<file path="src/mbrf_pkg.sv">
// Shared constants and CRC-16/MODBUS helper for the request framer.
`default_nettype none

package mbrf_pkg;

  localparam int unsigned FrameLen = 8;
  localparam int unsigned CrcSpan  = 6;
  localparam int unsigned ByteIdxW = $clog2(FrameLen);
  localparam logic [ByteIdxW-1:0] LastIdx = ByteIdxW'(FrameLen - 1);

  localparam logic       CmdRead  = 1'b0;
  localparam logic       CmdWrite = 1'b1;

  localparam logic [7:0] FcReadHolding = 8'h03;
  localparam logic [7:0] FcWriteSingle = 8'h06;

  localparam logic [7:0]  SlaveAddrReset = 8'h01;
  localparam logic [15:0] CrcInit        = 16'hFFFF;
  localparam logic [15:0] CrcPoly        = 16'hA001;

  typedef logic [FrameLen-1:0][7:0] frame_t;

  // One byte through the reflected CRC, LSB first.
  function automatic logic [15:0] crc16_byte(logic [15:0] crc_in, logic [7:0] data);
    logic [15:0] c;
    c = crc_in ^ {8'h00, data};
    for (int b = 0; b < 8; b++) begin
      c = c[0] ? ((c >> 1) ^ CrcPoly) : (c >> 1);
    end
    return c;
  endfunction

endpackage

`default_nettype wire

</file>
<file path="src/modbus_rtu_request_framer.sv">
// Modbus RTU request framer: one request in, eight frame bytes out.
// An accepted request is registered in the input register, then loaded into the frame register.
// Request rate is set by the one-byte output port, which sends each frame a byte at a time.
// A new request is taken into the input register while a frame is still sent.
// Reset clears all valid flags and sets the slave address to 1.
`default_nettype none

module modbus_rtu_request_framer (
  input  wire logic        clk_i,
  input  wire logic        rst_ni,
  input  wire logic        cfg_we_i,
  input  wire logic [7:0]  cfg_wdata_i,
  input  wire logic        in_valid_i,
  output logic             in_ready_o,
  input  wire logic        cmd_i,
  input  wire logic [15:0] reg_address_i,
  input  wire logic [15:0] value_i,
  output logic             out_valid_o,
  input  wire logic        out_ready_i,
  output logic [7:0]       frame_byte_o,
  output logic             last_o
);
  import mbrf_pkg::*;

  logic [7:0]          slave_addr_r_q;
  logic                a_valid_q, a_valid_d;
  logic                a_cmd_q;
  logic [15:0]         a_addr_q, a_val_q;
  logic                b_valid_q, b_valid_d;
  logic [ByteIdxW-1:0] b_idx_q, b_idx_d;
  frame_t              b_frame_q, frame_d;
  logic [15:0]         crc;
  logic                in_acc, out_acc, b_done, b_load;

  assign in_acc  = in_valid_i && in_ready_o;
  assign out_acc = b_valid_q && out_ready_i;
  assign b_done  = out_acc && (b_idx_q == LastIdx);
  assign b_load  = a_valid_q && (!b_valid_q || b_done);

  assign in_ready_o   = !a_valid_q || b_load;
  assign out_valid_o  = b_valid_q;
  assign frame_byte_o = b_frame_q[b_idx_q];
  assign last_o       = (b_idx_q == LastIdx);

  always_comb begin
    frame_d    = '0;
    frame_d[0] = slave_addr_r_q;
    frame_d[1] = (a_cmd_q == CmdWrite) ? FcWriteSingle : FcReadHolding;
    frame_d[2] = a_addr_q[15:8];
    frame_d[3] = a_addr_q[7:0];
    frame_d[4] = a_val_q[15:8];
    frame_d[5] = a_val_q[7:0];
    crc = CrcInit;
    for (int i = 0; i < CrcSpan; i++) begin
      crc = crc16_byte(crc, frame_d[i]);
    end
    frame_d[6] = crc[7:0];
    frame_d[7] = crc[15:8];
  end

  always_comb begin
    a_valid_d = a_valid_q;
    if (in_acc) begin
      a_valid_d = 1'b1;
    end else if (b_load) begin
      a_valid_d = 1'b0;
    end
    b_valid_d = b_valid_q;
    b_idx_d   = b_idx_q;
    if (b_load) begin
      b_valid_d = 1'b1;
      b_idx_d   = '0;
    end else if (b_done) begin
      b_valid_d = 1'b0;
      b_idx_d   = '0;
    end else if (out_acc) begin
      b_idx_d = b_idx_q + 1'b1;
    end
  end

  always_ff @(posedge clk_i or negedge rst_ni) begin
    if (!rst_ni) begin
      slave_addr_r_q <= SlaveAddrReset;
      a_valid_q      <= 1'b0;
      b_valid_q      <= 1'b0;
      b_idx_q        <= '0;
    end else begin
      if (cfg_we_i) begin
        slave_addr_r_q <= cfg_wdata_i;
      end
      a_valid_q <= a_valid_d;
      b_valid_q <= b_valid_d;
      b_idx_q   <= b_idx_d;
    end
  end

  always_ff @(posedge clk_i) begin
    if (in_acc) begin
      a_cmd_q  <= cmd_i;
      a_addr_q <= reg_address_i;
      a_val_q  <= value_i;
    end
    if (b_load) begin
      b_frame_q <= frame_d;
    end
  end

endmodule

`default_nettype wire

</file>
<file path="config.mk">
export PLATFORM = sky130hd
export DESIGN_NAME = modbus_rtu_request_framer
export DESIGN_NICKNAME = d
export VERILOG_FILES = /design/src/mbrf_pkg.sv /design/src/modbus_rtu_request_framer.sv
export SDC_FILE = /design/constraint.sdc
export NUM_CORES = 1
export LEC_CHECK = 0
export BUFFER_PORTS_ARGS = -buffer_cell sky130_fd_sc_hd__buf_2
export CORE_MARGIN = 3
export CORE_UTILIZATION = 62
export CTS_CLUSTER_DIAMETER = 60
export DETAILED_ROUTE_END_ITERATION = 12
export HOLD_SLACK_MARGIN = 0.06
export PLACE_DENSITY = 0.84
export SETUP_SLACK_MARGIN = 0.1
export SLEW_MARGIN = 5
export SYNTH_ARGS = -nofsm -noshare
export SYNTH_HDL_FRONTEND = slang
export SYNTH_SLANG_ARGS = --single-unit
</file>
<file path="constraint.sdc">
create_clock -name clk_i -period 10.6 [get_ports clk_i]
set_input_delay 1.06 -clock clk_i [delete_from_list [all_inputs] [get_ports clk_i]]
set_output_delay 1.06 -clock clk_i [all_outputs]
set_load 0.1 [all_outputs]
</file>
==> flow_summary.yaml, run 1 <==
sta:
  tns_ns: 0
  hold_viol_final: 0
  worstMarginPinSlew_ns: 1.06
  final_max_slew_viol_count: 0
  final.min_clock_period_ns: 3.80
  whs_ns: 0.480
  finClkSkew_ns: 0.0115
  setup_viol_count_final: 0
  post-route-period-util_pct: 35.8
  slew_headroom_pct: 29.4
  clock.fmax_mhz: 263
  rsz0062_at_grt: "no"
logic_synthesis:
  ys_dominant_reg_cell: "edfxtp_1"
  async_reset_ff_share_pct: 12.5
  avgSynthCellArea_um2: 17.5
  ys_types: 29
  synthCells: 267
  synth_edf_count: 91
  synth.cell_area_um2: 4660
  yosysWarnings: 0
  syn_nets: 315
  ys_seq_elements: 104
  ys_seq_area_share_pct: 65.6
clock_tree:
  insertion_delay_ns: 0.37
  htreeDepth: 3
  cts_buffer_depth: 2
  cts_resized: 0
  cts_hold_buf: 0
  root_buffer: "clkbuf_8"
  clock-sinks: 104
  numCtsBuffers: 9
  cts_tree: "built"
  cts_setup_buffers: 0
  path_clk_slew_ns: 0.10
routing:
  drt-initial-drc-count: 215
  avgRoutedWirePerCell_um: 19.6
  antenna_left: 0
  drt_first_pass_iters: 4
  wl_um: 8400
  routed-via-count: 2375
  routed_via_density: 5.54
  drc_errors: 0
status:
  status: "complete, no violations"
setup_path:
  worstPathMaxFanout: 26
  crit_type: "register to output pin"
  arrival_ns: 2.74
  max_stage_delay_ns: 1.05
  worstPathRequired_ns: 9.54
  crit_path_top_delay_cell: "dfrtp_1"
  start_kind: "register"
  worst_path_most_repeated_cell: "ha_1"
  path_cells: "ha_1 > ha_1 > a21boi_0 > nand2_1 > buf_2"
  critPathCaptureType: "output pin"
final_layout:
  final_area_um2: 5250
  drive_above_1_share_pct: 30.3
  antenna-diode-count: 0
  fin_nets: 376
  syn_to_final_growth_pct: 12.5
global_routing:
  grt-ovfl-total: 0
  antenna_found_initial: 0
  grt_max_degree: 59
  grt_pass1_wl_um: 13300
  grt_pass1_vias: 2531
  grt_usage_pct: 21.4
power:
  power.density_nw_per_um2: 269
  power.total_mw: 1.41
  vdd_ir_drop_max_v: 0.000147
  p_leak_nw: 1.97
place:
  gp_routability_congestion: 0.829
  placed_cell_area_um2: 5060
  portBuffers: 56
floorplanning:
  dieHeight_um: 92.7
  die_x_um: 92.7
  die-area_um2: 8600
  io_pins: 57
  start_util_pct: 66.1
  rows: 30
  core_area_um2: 7060
job:
  drv_cap: 0
hold_path:
  min_path_type: "register to register"
## power by group
part | internal (mW) | switching [mW] | leakage, nW
Sequential | 0.511 | 0.0593 | 0.968
Clock | 0.0947 | 0.135 | 0.0935
Combinational | 0.264 | 0.349 | 0.909
Total | 0.870 | 0.543 | 1.97
## cell families after synthesis
logic type,share of synthesized area [%]
multiplexers,8.32
flip-flops,65.6
adder cells (fa/ha/maj),0.537
XOR/XNOR,19.5
AND/OR/NAND/NOR,2.95
AO/OA/AOI/OAI,2.31
buffers and inverters,0.805
## worst max-delay path, delay by kind of cell (launching register included)
kind                       cells  cell delay [ns]
adders and majority gates      2             0.52
buffers and inverters          1             0.43
DFF                            1             1.05
and+or+nand+nor                1             0.15
AOI/OAI and AO/OA              1             0.21
## cell usage in the layout, fill, tap and decap left out, types with 6 or more instances in the layout
master     n
edfxtp_1  91
buf_2     56
xnor2_1   46
xor2_1    13
xnor3_1   12
nand2_1   12
dfrtp_1   12
nor2_1    11
mux4_2    10
mux2_2    10
clkbuf_8  10
a21oi_1    6
## sequential cells by signal, indices dropped and copies added, names as in the netlist
| register | cells |
|---|---|
| b_idx_q | 3 |
| a_addr_q | 16 |
| slave_addr_r_q | 8 |
| b_frame_q | 58 |
| a_valid_q | 1 |
| a_cmd_q | 1 |
| a_val_q | 16 |
| out_valid_o | 1 |
## metal layers
| metal | wire [um] | GRT usage, % | share of wire [%] |
|---|---|---|---|
| met3 | 693 | 5.77 | 8.3 |
| met2 | 4190 | 34.8 | 50 |
| met4 | 173 | 8.18 | 2.1 |
| met1 | 3340 | 27.9 | 40 |
| met5 | 0 | 0 | 0 |
## final timing paths
path / start / endpoint / slack, ns / cells past startpoint
max in group asynchronous: rst_ni / slave_addr_r_q[0]$_DFFE_PN1P_ / 9.75 / 1
min: a_val_q[10]$_DFFE_PP_ / b_frame_q[34]$_DFFE_PP_ / 0.48 / 0
min in group asynchronous: rst_ni / slave_addr_r_q[2]$_DFFE_PN0P_ / 0.56 / 1
max: b_idx_q[0]$_DFFE_PN0P_ / in_ready_o / 6.80 / 5
min reg2reg: a_val_q[10]$_DFFE_PP_ / b_frame_q[34]$_DFFE_PP_ / 0.48 / 0
max reg2reg: b_idx_q[0]$_DFFE_PN0P_ / b_frame_q[24]$_DFFE_PP_ / 7.69 / 5
## layout make-up
type                    count  area, um^2
flip-flops and latches    104        3060
fillers                   452        1810
multi-input cells         153        1570
repair buffers             58         295
clock buffers              10         138
well taps                  96         120
clock inverters             6        51.3
inverters                   2        7.51
## metrics by stage
step           worst slack [ns]  instances  util [%]
2_1_floorplan              5.90        267         -
3_3_place_gp               7.26        413      71.6
3_5_place_dp               7.15        413      71.6
4_1_cts                    6.74        429      74.3
5_1_grt                    6.55        429      74.3
6_report                   6.80        429      74.3
## Yosys cell counts (3+ instances only)
cell type	number	area, um^2
edfxtp_1	91	2730
a21oi_1	6	30.0
mux2_2	10	113
xnor3_1	12	270
clkbuf_1	7	26.3
mux2i_1	5	50.1
nand2_1	12	45.0
xnor2_1	46	403
o21ai_0	5	25.0
a31oi_1	5	31.3
mux4_2	10	225
xor2_1	13	114
xnor3_2	3	71.3
nor2_1	11	41.3
nand2b_1	3	18.8
dfrtp_1	12	300
No activity file was read; power rests on OpenSTA's default activity.
==> inputs of run 2 (changes only) <==
--- a/config.mk
+++ b/config.mk
@@ -5,13 +5,14 @@
 export SDC_FILE = /design/constraint.sdc
 export NUM_CORES = 1
 export LEC_CHECK = 0
+export ABC_AREA = 1
 export BUFFER_PORTS_ARGS = -buffer_cell sky130_fd_sc_hd__buf_2
 export CORE_MARGIN = 3
-export CORE_UTILIZATION = 62
+export CORE_UTILIZATION = 59
 export CTS_CLUSTER_DIAMETER = 60
 export DETAILED_ROUTE_END_ITERATION = 12
 export HOLD_SLACK_MARGIN = 0.06
-export PLACE_DENSITY = 0.84
+export PLACE_DENSITY = 0.8
 export SETUP_SLACK_MARGIN = 0.1
 export SLEW_MARGIN = 5
 export SYNTH_ARGS = -nofsm -noshare
==> constraint.sdc (replaced) <==
create_clock -name clk_i -period 3.66 [get_ports clk_i]
set_input_delay 0.366 -clock clk_i [delete_from_list [all_inputs] [get_ports clk_i]]
set_output_delay 0.366 -clock clk_i [all_outputs]
set_load 0.1 [all_outputs]
==> run 2 against run 1 <==
Against the previous run: worst setup slack got worse by 6.4 ns; synthesized cell count increased by 79%; count of clock-buffer cells in the layout decreased by 1; cell count increased by 51%; design area increased by 10%; via count increased by 51%; utilization decreased by 4.9 points; critical path depth unchanged; die area increased by 15%; global-route usage increased by 2.0 points; critical path type unchanged; critical endpoint is now frame_byte_o[7].
==> flow_summary.yaml, run 2 <==
status:
  status: "complete, no violations"
final_layout:
  layout_common_cells: "edfxtp_1 (91), nand2_1 (75), buf_2 (56)"
  largest_register: "b_frame_q"
  syn_to_final_growth_pct: 12.1
  antenna-diode-count: 0
  ff_latch_area_um2: 3060
  layout_commonest_cell: "edfxtp_1"
  largest_reg_flops: 58
  fin_nets: 587
  n_fill_cell: 617
  instances_no_fill: 649
  drive_above_1_share_pct: 24.1
  largestRegisters: "b_frame_q x58, a_addr_q x16, a_val_q x16"
  multi_input_area_um2: 1900
logic_synthesis:
  ys_seq_area_share_pct: 59.2
  synthCells: 478
  async_reset_ff_share_pct: 12.5
  synthTopCellsByArea: "edfxtp_1 (53%), dfrtp_1 (5.8%), nand2_1 (5.5%), xor2_1 (5.1%), nor2_1 (4.1%)"
  syn_nets: 526
  synth_top_area_share_pct: 52.9
  yosysWarnings: 0
  synth_edf_count: 91
  ys_types: 29
  ys_seq_elements: 104
  ys_dominant_reg_cell: "edfxtp_1"
  post-synth-top-area-cell: "edfxtp_1"
  avgSynthCellArea_um2: 10.8
  synthTopCellsByCount: "edfxtp_1 (91), nand2_1 (75), nor2_1 (56)"
  yosysMostFrequentCell: "edfxtp_1"
  synth.cell_area_um2: 5160
routing:
  drt_first_pass_iters: 5
  drt-initial-drc-count: 272
  antenna_left: 0
  routed_via_density: 5.54
  avgRoutedWirePerCell_um: 16.8
  routed-via-count: 3593
  drc_errors: 0
  wl_um: 10900
floorplanning:
  dieHeight_um: 99.6
  rows: 33
  die_x_um: 99.6
  io_pins: 57
  core_area_um2: 8340
  start_util_pct: 61.9
  die-area_um2: 9910
sta:
  hold_viol_final: 0
  post-route-period-util_pct: 88.8
  final.min_clock_period_ns: 3.25
  rsz0062_at_grt: "no"
  whs_ns: 0.156
  tns_ns: 0
  worstMarginPinSlew_ns: 0.561
  finClkSkew_ns: 0.0139
  clock.fmax_mhz: 308
  slew_headroom_pct: 62.4
  setup_viol_count_final: 0
  final_max_slew_viol_count: 0
setup_path:
  path_cells: "clkinv_1 > nor2_1 > o21ai_0 > a32oi_1 > buf_2"
  worstPathRequired_ns: 3.29
  worstPathMaxFanout: 18
  max_stage_delay_ns: 0.67
  arrival_ns: 2.88
  crit_path_top_delay_cell: "dfrtp_1"
  start_kind: "register"
  crit_type: "register to output pin"
  cp_top_family: "buffers and inverters"
  cp_num_buf_inv: 2
  critPathCaptureType: "output pin"
place:
  portBuffers: 56
  placedCellCount: 632
  gp_routability_congestion: 0.842
  dp_hpwl_um: 8080
clock_tree:
  insertion_delay_ns: 0.38
  path_clk_slew_ns: 0.10
  cts_buffer_depth: 2
  cts_resized: 0
  htreeDepth: 3
  cts_tree: "built"
  numCtsBuffers: 9
  clock-sinks: 104
  root_buffer: "clkbuf_8"
job:
  drv_cap: 0
global_routing:
  antenna_found_initial: 0
  grt-ovfl-total: 0
  grt_max_degree: 60
  grt_pass1_vias: 3555
  grt_usage_pct: 23.5
  grt_pass1_wl_um: 17500
hold_path:
  min_path_type: "input port to register"
==> run 2: repair_timing <==
action / in CTS / in global routing
endpoints found under the hold margin: 12 / 0
buffers inserted: 0 / 0
hold buffers: 1 / 0
==> run 2: kinds of logic after synthesis <==
logic type | share of synthesized area, %
AO/OA/AOI/OAI | 5.82
flip-flops | 59.2
buffers and inverters | 4.22
multiplexers | 0.654
AND/OR/NAND/NOR | 18.1
adder cells (fa/ha/maj) | 0.485
XOR/XNOR | 11.5
==> run 2: area by class of cell <==
type | instances | area share (%)
multi-input combinational | 319 | 32.8
tap | 105 | 2.27
inverter | 44 | 2.85
clock inverter | 7 | 1.34
sequential | 104 | 52.9
timing repair buffer | 61 | 5.75
clock buffer | 9 | 2.14
==> run 2: path summary, 6_finish.rpt <==
| kind | start | endpoint | slack, ns | cells after the start |
|---|---|---|---|---|
| worst max-delay path | b_idx_q[1]$_DFFE_PN0P_ | frame_byte_o[7] | 0.41 | 5 |
| worst min-delay path | value_i[14] | a_val_q[14]$_DFFE_PP_ | 0.16 | 1 |
| worst min register to register | a_val_q[8]$_DFFE_PP_ | b_frame_q[32]$_DFFE_PP_ | 0.49 | 0 |
| min in group asynchronous | rst_ni | slave_addr_r_q[3]$_DFFE_PN0P_ | 0.43 | 2 |
| max in group asynchronous | rst_ni | slave_addr_r_q[0]$_DFFE_PN1P_ | 2.93 | 2 |
| worst max register to register | slave_addr_r_q[0]$_DFFE_PN1P_ | b_frame_q[61]$_DFFE_PP_ | 0.43 | 27 |
==> run 2: per-stage QoR <==
step	utilization [%]	instance area, um^2	worst slack (ns)
floorplan	-	5170	0.302
global placement	66.8	5580	0.671
detailed placement	66.8	5580	0.476
CTS	69.4	5790	0.442
global route	69.4	5790	0.134
finish	69.4	5790	0.410
==> run 2: layer usage <==
layer  vias up  global-route usage [%]  part of all wire (%)
li1       1721                       -                     -
met1      1688                    30.0                    40
met2       159                    38.8                    50
met3        25                    4.98                   7.5
met4         0                    10.1                   3.2
met5         -                       0                     0
Power of run 2 is not shown: default switching activity piles up to over one toggle a cycle in this logic, so the estimate is an artifact.
==> inputs of run 3 (changes only) <==
==> constraint.sdc (replaced) <==
create_clock -name clk_i -period 3.65 [get_ports clk_i]
set_input_delay 0.365 -clock clk_i [delete_from_list [all_inputs] [get_ports clk_i]]
set_output_delay 0.365 -clock clk_i [all_outputs]
set_load 0.1 [all_outputs]
==> run 3 against run 2 <==
Against the previous run: utilization is 0.27 points higher; sequential share of layout area is 0.20 points lower; design area is 0.39% higher; critical endpoint unchanged; global-route usage is 0.27 points lower; first-iteration DRC count is 7.7% higher; critical path depth stayed put; clock skew is 0.0021 ns lower; cell count stayed put; worst setup slack better by 0.0085 ns; count of clock-buffer cells in the layout stayed put; register-to-register slack hardly changed.
==> flow_summary.yaml, run 3 (synthesis results as in run 2) <==
status:
  status: "complete, no violations"
global_routing:
  antenna_found_initial: 0
  grt_usage_pct: 23.2
  grt_max_degree: 60
  grt_pass1_wl_um: 17500
  grt-ovfl-total: 0
  grt_pass1_vias: 3536
sta:
  clock.fmax_mhz: 309
  rsz0062_at_grt: "no"
  tns_ns: 0
  setup_viol_count_final: 0
  worstMarginPinSlew_ns: 0.586
  slew_headroom_pct: 60.7
  final_max_slew_viol_count: 0
  finClkSkew_ns: 0.0118
  hold_viol_final: 0
  final.min_clock_period_ns: 3.23
  post-route-period-util_pct: 88.5
floorplanning:
  rows: 33
  start_util_pct: 61.9
  die_x_um: 99.6
  die-area_um2: 9910
  core_area_um2: 8340
  io_pins: 57
  dieHeight_um: 99.6
final_layout:
  syn_to_final_growth_pct: 12.5
  antenna-diode-count: 0
  layout_common_cells: "edfxtp_1 (91), nand2_1 (75), buf_2 (56)"
  largest_register: "b_frame_q"
  largestRegisters: "b_frame_q x58, a_addr_q x16, a_val_q x16"
  fin_nets: 587
  drive_above_1_share_pct: 24.1
  largest_reg_flops: 58
  layout_commonest_cell: "edfxtp_1"
  n_fill_cell: 617
hold_path:
  worstHoldStart: "reg_address_i[15]"
  min_delay_path_depth: 1
  min_path_type: "input port to register"
clock_tree:
  cts_tree: "built"
  root_buffer: "clkbuf_8"
  cts_hold_buf: 1
  insertion_delay_ns: 0.37
  numCtsBuffers: 9
  cts_setup_buffers: 0
  cts_buffer_depth: 2
  htreeDepth: 3
  path_clk_slew_ns: 0.10
  cts_resized: 0
  clock-sinks: 104
setup_path:
  r2r-start: "a_cmd_q$_DFFE_PP_"
  reg2reg_depth: 24
  arrival_ns: 2.87
  critPathCaptureType: "output pin"
  critPathLaunch: "b_idx_q[1]$_DFFE_PN0P_"
  crit_type: "register to output pin"
  start_kind: "register"
  worstPathRequired_ns: 3.28
  worstPathMaxFanout: 18
place:
  portBuffers: 56
  dp_hpwl_um: 8070
  gp_routability_congestion: 0.842
routing:
  drc_errors: 0
  avgRoutedWirePerCell_um: 16.7
  drt_first_pass_iters: 5
  drt-initial-drc-count: 293
  routed_via_density: 5.48
  wl_um: 10900
  routed-via-count: 3557
  antenna_left: 0
job:
  drv_cap: 0
[run 3: changes by cell type in the layout (fill, tap and decap cells not counted)]
cell	previous run	this run
bufinv_16	1	2
clkinv_4	2	1
inv_6	2	3
clkinvlp_4	1	0
[run 3: cell type report]
class	count	area [um^2]	area share (%)
tap	105	131	2.26
clock inverter	7	100	1.72
clock buffer	9	124	2.13
inverter	44	165	2.84
timing repair buffer	61	333	5.73
sequential	104	3060	52.7
multi-input combinational	319	1900	32.7
[run 3: worst paths after layout]
| check | endpoint | slack (ns) |
|---|---|---|
| setup / recovery | frame_byte_o[7] | 0.42 |
| hold / removal | a_addr_q[15]$_DFFE_PP_ | 0.16 |
| setup reg to reg | b_frame_q[48]$_DFFE_PP_ | 0.42 |
| hold reg to reg | b_frame_q[32]$_DFFE_PP_ | 0.49 |
| max in group asynchronous | slave_addr_r_q[0]$_DFFE_PN1P_ | 2.91 |
| min in group asynchronous | slave_addr_r_q[3]$_DFFE_PN0P_ | 0.44 |
[run 3: metal layers]
metal	GRT usage, %	up-vias	share of wire, %
met5	0	-	0
met4	7.35	0	2.3
met3	5.19	15	8.1
met2	39.0	160	50
met1	30.1	1659	39
li1	-	1723	-
[run 3: through the flow]
| stage | util [%] | setup WS [ns] | area, um^2 | hold slack, ns | cells |
|---|---|---|---|---|---|
| floorplan | - | 0.292 | 5170 | 0.0694 | 478 |
| global placement | 66.8 | 0.661 | 5580 | 0.283 | 632 |
| detailed placement | 66.8 | 0.472 | 5580 | 0.292 | 632 |
| CTS | 69.7 | 0.416 | 5810 | 0.149 | 649 |
| global route | 69.7 | 0.103 | 5810 | 0.134 | 649 |
| finish | 69.7 | 0.419 | 5810 | 0.160 | 649 |
[run 3: critical path: stages, from the launching register on]
cell and delay [ns]:
dfrtp_1 0.67, clkinv_1 0.64, nor2_1 0.22, o21ai_0 0.15, a32oi_1 0.32, buf_2 0.49
Power of run 3 is left out for the same reason.
